==> src/rtl/assert_macros.svh <==
// Assertion macros shared by the RTL.
`ifndef ASSERT_MACROS_SVH
`define ASSERT_MACROS_SVH
// Implication checked at every clock edge outside reset.
`define ASSERT_IMPLY(label, clk, rst_n, cond, prop, msg) \
    label: assert property (@(posedge clk) disable iff (!rst_n) (cond) |-> (prop)) \
        else $error(msg);
// Next-cycle implication checked outside reset.
`define ASSERT_NEXT(label, clk, rst_n, cond, prop, msg) \
    label: assert property (@(posedge clk) disable iff (!rst_n) (cond) |=> (prop)) \
        else $error(msg);
`endif

==> src/rtl/dsp_pkg.sv <==
//------------------------------------------------------------------------------
// dsp_pkg
// Shared types and constants of the shortest-path engine.
//------------------------------------------------------------------------------
`default_nettype none
package dsp_pkg;
    localparam int NODES_DEF       = 32;
    localparam int EDGES_DEF       = 256;
    localparam int WEIGHT_BITS_DEF = 16;
    localparam int DIST_W          = 24;
    localparam logic [DIST_W-1:0] DIST_INF = {DIST_W{1'b1}};
    localparam logic [DIST_W-1:0] DIST_SAT = {{(DIST_W-1){1'b1}}, 1'b0};

    localparam logic [1:0] CMD_CLEAR = 2'd0;
    localparam logic [1:0] CMD_ADD   = 2'd1;
    localparam logic [1:0] CMD_RUN   = 2'd2;

    localparam logic [1:0] ST_ACCEPT = 2'd0;
    localparam logic [1:0] ST_DROP   = 2'd1;
    localparam logic [1:0] ST_CLEAR  = 2'd2;
    localparam logic [1:0] ST_NODE   = 2'd3;

    typedef struct packed {
        logic [1:0]  command;
        logic [4:0]  src_node;
        logic [4:0]  dst_node;
        logic [15:0] edge_weight;
        logic [4:0]  start_node;
    } t_in;

    typedef struct packed {
        logic [1:0]        status;
        logic [4:0]        node;
        logic              present;
        logic              reachable;
        logic [DIST_W-1:0] distance;
        logic [4:0]        predecessor;
        logic              last;
    } t_out;

    typedef enum logic [2:0] {
        S_IDLE, S_INIT, S_SEL, S_SCAN, S_WAIT, S_EMIT
    } t_state;

    // Controller commands to the datapath.
    typedef struct packed {
        logic init;      // reset node state, latch start
        logic sel_step;  // examine next node in the minimum search
        logic sel_begin; // start a minimum search
        logic scan_begin;
        logic scan_step; // issue one edge read
        logic relax;     // evaluate edge read last cycle
        logic emit_begin;
        logic emit_step;
    } t_cmd;

    typedef struct packed {
        logic sel_last;   // search at final node
        logic sel_found;  // a node was selected
        logic scan_last;  // issuing the final edge read
        logic scan_empty; // no edges to scan
        logic emit_last;
    } t_stat;
endpackage
`default_nettype wire

==> src/rtl/dsp_ctrl.sv <==
//------------------------------------------------------------------------------
// dsp_ctrl
// Sequencer for the run command: init, minimum search, edge scan, emission.
//------------------------------------------------------------------------------
`default_nettype none
module dsp_ctrl (
    input  wire logic          i_clk,
    input  wire logic          i_rst_n,
    input  wire logic          i_run,
    input  wire dsp_pkg::t_stat i_stat,
    output dsp_pkg::t_cmd      o_cmd,
    output logic               o_busy
);
    dsp_pkg::t_state r_state, n_state;

    always_ff @(posedge i_clk) begin
        if (!i_rst_n) begin
            r_state <= dsp_pkg::S_IDLE;
        end else begin
            r_state <= n_state;
        end
    end

    always_comb begin
        n_state = r_state;
        case (r_state)
            dsp_pkg::S_IDLE: if (i_run) n_state = dsp_pkg::S_INIT;
            dsp_pkg::S_INIT: n_state = dsp_pkg::S_SEL;
            dsp_pkg::S_SEL: begin
                if (i_stat.sel_last) begin
                    if (!i_stat.sel_found) begin
                        n_state = dsp_pkg::S_EMIT;
                    end else if (i_stat.scan_empty) begin
                        n_state = dsp_pkg::S_SEL;
                    end else begin
                        n_state = dsp_pkg::S_SCAN;
                    end
                end
            end
            dsp_pkg::S_SCAN: if (i_stat.scan_last) n_state = dsp_pkg::S_WAIT;
            dsp_pkg::S_WAIT: n_state = dsp_pkg::S_SEL;
            dsp_pkg::S_EMIT: if (i_stat.emit_last) n_state = dsp_pkg::S_IDLE;
            default: n_state = dsp_pkg::S_IDLE;
        endcase
    end

    always_comb begin
        o_cmd = '0;
        o_busy = 1'b1;
        case (r_state)
            dsp_pkg::S_IDLE: o_busy = 1'b0;
            dsp_pkg::S_INIT: o_cmd.sel_begin = 1'b1;
            dsp_pkg::S_SEL: begin
                o_cmd.sel_step = 1'b1;
                if (i_stat.sel_last) begin
                    if (!i_stat.sel_found) begin
                        o_cmd.emit_begin = 1'b1;
                    end else if (i_stat.scan_empty) begin
                        o_cmd.sel_begin = 1'b1;
                    end else begin
                        o_cmd.scan_begin = 1'b1;
                    end
                end
            end
            dsp_pkg::S_SCAN: begin
                o_cmd.scan_step = 1'b1;
                o_cmd.relax = 1'b1;
            end
            dsp_pkg::S_WAIT: begin
                o_cmd.relax = 1'b1;
                o_cmd.sel_begin = 1'b1;
            end
            dsp_pkg::S_EMIT: o_cmd.emit_step = 1'b1;
            default: o_busy = 1'b1;
        endcase
        o_cmd.init = (r_state == dsp_pkg::S_IDLE) && i_run;
    end
endmodule
`default_nettype wire

==> config.mk <==
export PLATFORM = sky130hd
export DESIGN_NAME = dsp_ctrl
export DESIGN_NICKNAME = d
export VERILOG_FILES = /design/src/rtl/assert_macros.svh /design/src/rtl/dsp_pkg.sv /design/src/rtl/dsp_ctrl.sv
export SDC_FILE = /design/constraint.sdc
export NUM_CORES = 1
export LEC_CHECK = 0
export BUFFER_PORTS_ARGS = -buffer_cell sky130_fd_sc_hd__buf_2
export CAP_MARGIN = 40
export CELL_PAD_IN_SITES_DETAIL_PLACEMENT = 1
export CELL_PAD_IN_SITES_GLOBAL_PLACEMENT = 2
export CORE_MARGIN = 1.5
export CORE_UTILIZATION = 20
export DETAILED_ROUTE_END_ITERATION = 6
export PLACE_DENSITY_LB_ADDON = 0.1
export SYNTH_ARGS = -nofsm -noshare
export SYNTH_HDL_FRONTEND = slang
export SYNTH_SLANG_ARGS = --single-unit
==> constraint.sdc <==
create_clock -name i_clk -period 2.2 [get_ports i_clk]
set_input_delay 0.11 -clock i_clk [delete_from_list [all_inputs] [get_ports i_clk]]
set_output_delay 0.11 -clock i_clk [all_outputs]
set_load 0.005 [all_outputs]
==> flow_summary.ini <==
[worst_hold_path]
hp-class = primary input to flip-flop
min_from = i_rst_n

[power_and_ir_drop]
p_leak_nw = 0.207
vdd_drop_max_uv = 369
p_per_area_nw_per_um2 = 1100

[synthesis]
ys_seq_elements = 3
ys_top_cells_by_area = dfxtp_1 (20%), nand2b_1 (8.3%), nor2_1 (7.5%), nand2_1 (6.3%), nor2b_1 (6.3%)
synth_top_area_share_pct = 20.0
synth_top_area_cell = dfxtp_1
ys_seq_area_share_pct = 20.0
synth.distinct_cells = 23
synthArstFlopShare_pct = 0
synth_ff_type = dfxtp_1
synthTopCellsByCount = nor2_1 (6), nand2_1 (5), nand2b_1 (4)
synth.most_common_cell = nor2_1
syn_area_per_cell_um2 = 6.67
synthesis.area_um2 = 300
synth_edf_count = 0
synth_warnings = 0
syn_nets = 53
synthCells = 45

[sta]
post-route-period-util_pct = 65.8
final.setup.tns_ns = 0
worst_pin_slew_ns = 0.346
finalClockSkew_ns = 0.00202
finalWorstSetupSlack_ns = 0.752
clock.fmax_ghz = 0.691
setup_viol = 0
drv_slew = 0
maxSlewHeadroom_pct = 76.9
rsz0062_at_grt = no
hold_viol = 0
post-route-min-period_ns = 1.45

[clock_tree]
cts_setup_buffers = 0
clkLatencyLatePin_ns = 0.23
cts-root-buf = clkbuf_4
clockBufferDepth = 2
cts_buffers = 3
clkSinkCount = 3
cts_tree = done
post_cts_resized = 0
cts-htree-levels = 1
path_clk_slew_ns = 0.04
cts_hold_buf = 0

[worst_setup_path]
required_ns = 2.09
ff2ff_setup_slack_ns = 0.94
cp_max_fo = 11
r2r-start = r_state[0]
cp.arrival_ns = 1.34
startpoint = r_state[0]
start_kind = flip-flop
worstSetupPathType = flip-flop to primary output
setup.worst_path.end_class = primary output

[route]
route.met2.wl_um = 351
dr.pass1.iters = 2
viasPerCell = 4.53
wl_per_cell_um = 10.9
final_antenna_net_count = 0
wl_met3_um = 57
drc_errors = 0
routed_wirelength_um = 840
num_vias = 349
highest_layer = met3
drt_iter0_markers = 2
wl_met1_um = 431

[die]
die_w_um = 41.8
fp.dieH_um = 41.8
io_pins = 17
start_util_pct = 22.2
dieArea_um2 = 1740
core_um2 = 1350
rows = 13

[layout]
finalNetCount = 71
largest_reg_flops = 3
synthToLayoutAreaGrowth_pct = 33.7
largest-register = r_state
diodes = 0
reg_top3 = r_state (3)
drive_above_1_share_pct = 32.3

[grt]
grt_antenna_before_repair = 0
overflow = 0
grt_pass1_vias = 320
grt.total_usage_pct = 9.90
grt_pass1_wl_um = 1320
grt_max_degree = 12

[place]
dp_worst_setup_slack_ns = 0.925
place_hpwl_um = 661
routabilityCongestion = 0.685
portBuffers = 16

[status]
status = complete, no violations

[run]
drv_cap = 0
[metrics by stage]
step	std cells	utilization (%)	power, mW	hold slack, ns	cell area (µm²)
floorplan	45	-	0.292	0.238	300
global route	77	29.7	0.488	0.160	402
global placement	73	27.8	0.356	0.376	375
CTS	77	29.7	0.452	0.133	402
detailed placement	73	27.8	0.350	0.388	375
finish	77	29.7	0.441	0.140	402
[layout make-up]
type                       instances  area [µm²]
fill                             187         948
sequential                         3        60.1
clock buffer                       4        26.3
inverter                           3        11.3
timing repair buffer              16        80.1
tap                               15        18.8
multi-input combinational         36         205
[routing by layer]
| layer | vias up | global-route usage (%) |
|---|---|---|
| met3 | 0 | 5.22 |
| met1 | 150 | 13.0 |
| li1 | 188 | - |
| met4 | 0 | 1.94 |
| met5 | - | 0 |
| met2 | 11 | 14.4 |
[where the power goes]
group	leakage, nW	switching, mW	internal [mW]
Combinational	0.167	0.112	0.113
Sequential	0.0247	0.0448	0.0725
Clock	0.0150	0.0300	0.0681
[layout by cell type, fill, tap and decap left out]
cell type | Yosys | routed
a21oi_1 | 1 | 1
a21oi_2 | 1 | 1
a31oi_1 | 1 | 1
and3_1 | 1 | 1
and4bb_1 | 1 | 1
buf_2 | 1 | 16
clkbuf_1 | 0 | 1
clkbuf_4 | 0 | 3
dfxtp_1 | 3 | 3
inv_1 | 3 | 3
mux2i_1 | 1 | 1
nand2_1 | 5 | 5
nand2b_1 | 4 | 4
nand3_1 | 3 | 3
nor2_1 | 6 | 6
nor2b_1 | 3 | 3
nor3_1 | 1 | 1
nor3b_1 | 1 | 1
nor4_1 | 1 | 1
o21ai_0 | 2 | 2
o22ai_1 | 2 | 2
or3_1 | 1 | 1
xnor2_1 | 1 | 1
[worst max-delay path: stages (launching register included)]
cell and delay (ns):
dfxtp_1 0.51, nand2b_1 0.25, o22ai_1 0.09, nand2b_1 0.08, nand2_1 0.05, buf_2 0.12
[kinds of logic (layout without fill, tap and decap cells)]
kind of cell,count (synthesis),after routing,share of synthesized area [%]
AOI/OAI and AO/OA,7,7,14.2
muxes,1,1,3.33
DFF,3,3,20.0
buffers and inverters,6,23,11.7
and+or+nand+nor,27,27,47.9
xor gates and xnor gates,1,1,2.92
[worst paths after layout]
check / end / cells after the start
worst max-delay path: o_cmd[5] / 5
worst min-delay path: r_state[2] / 2
worst max register to register: r_state[1] / 4
worst min register to register: r_state[0] / 2
(Power assumes the default switching activity.)
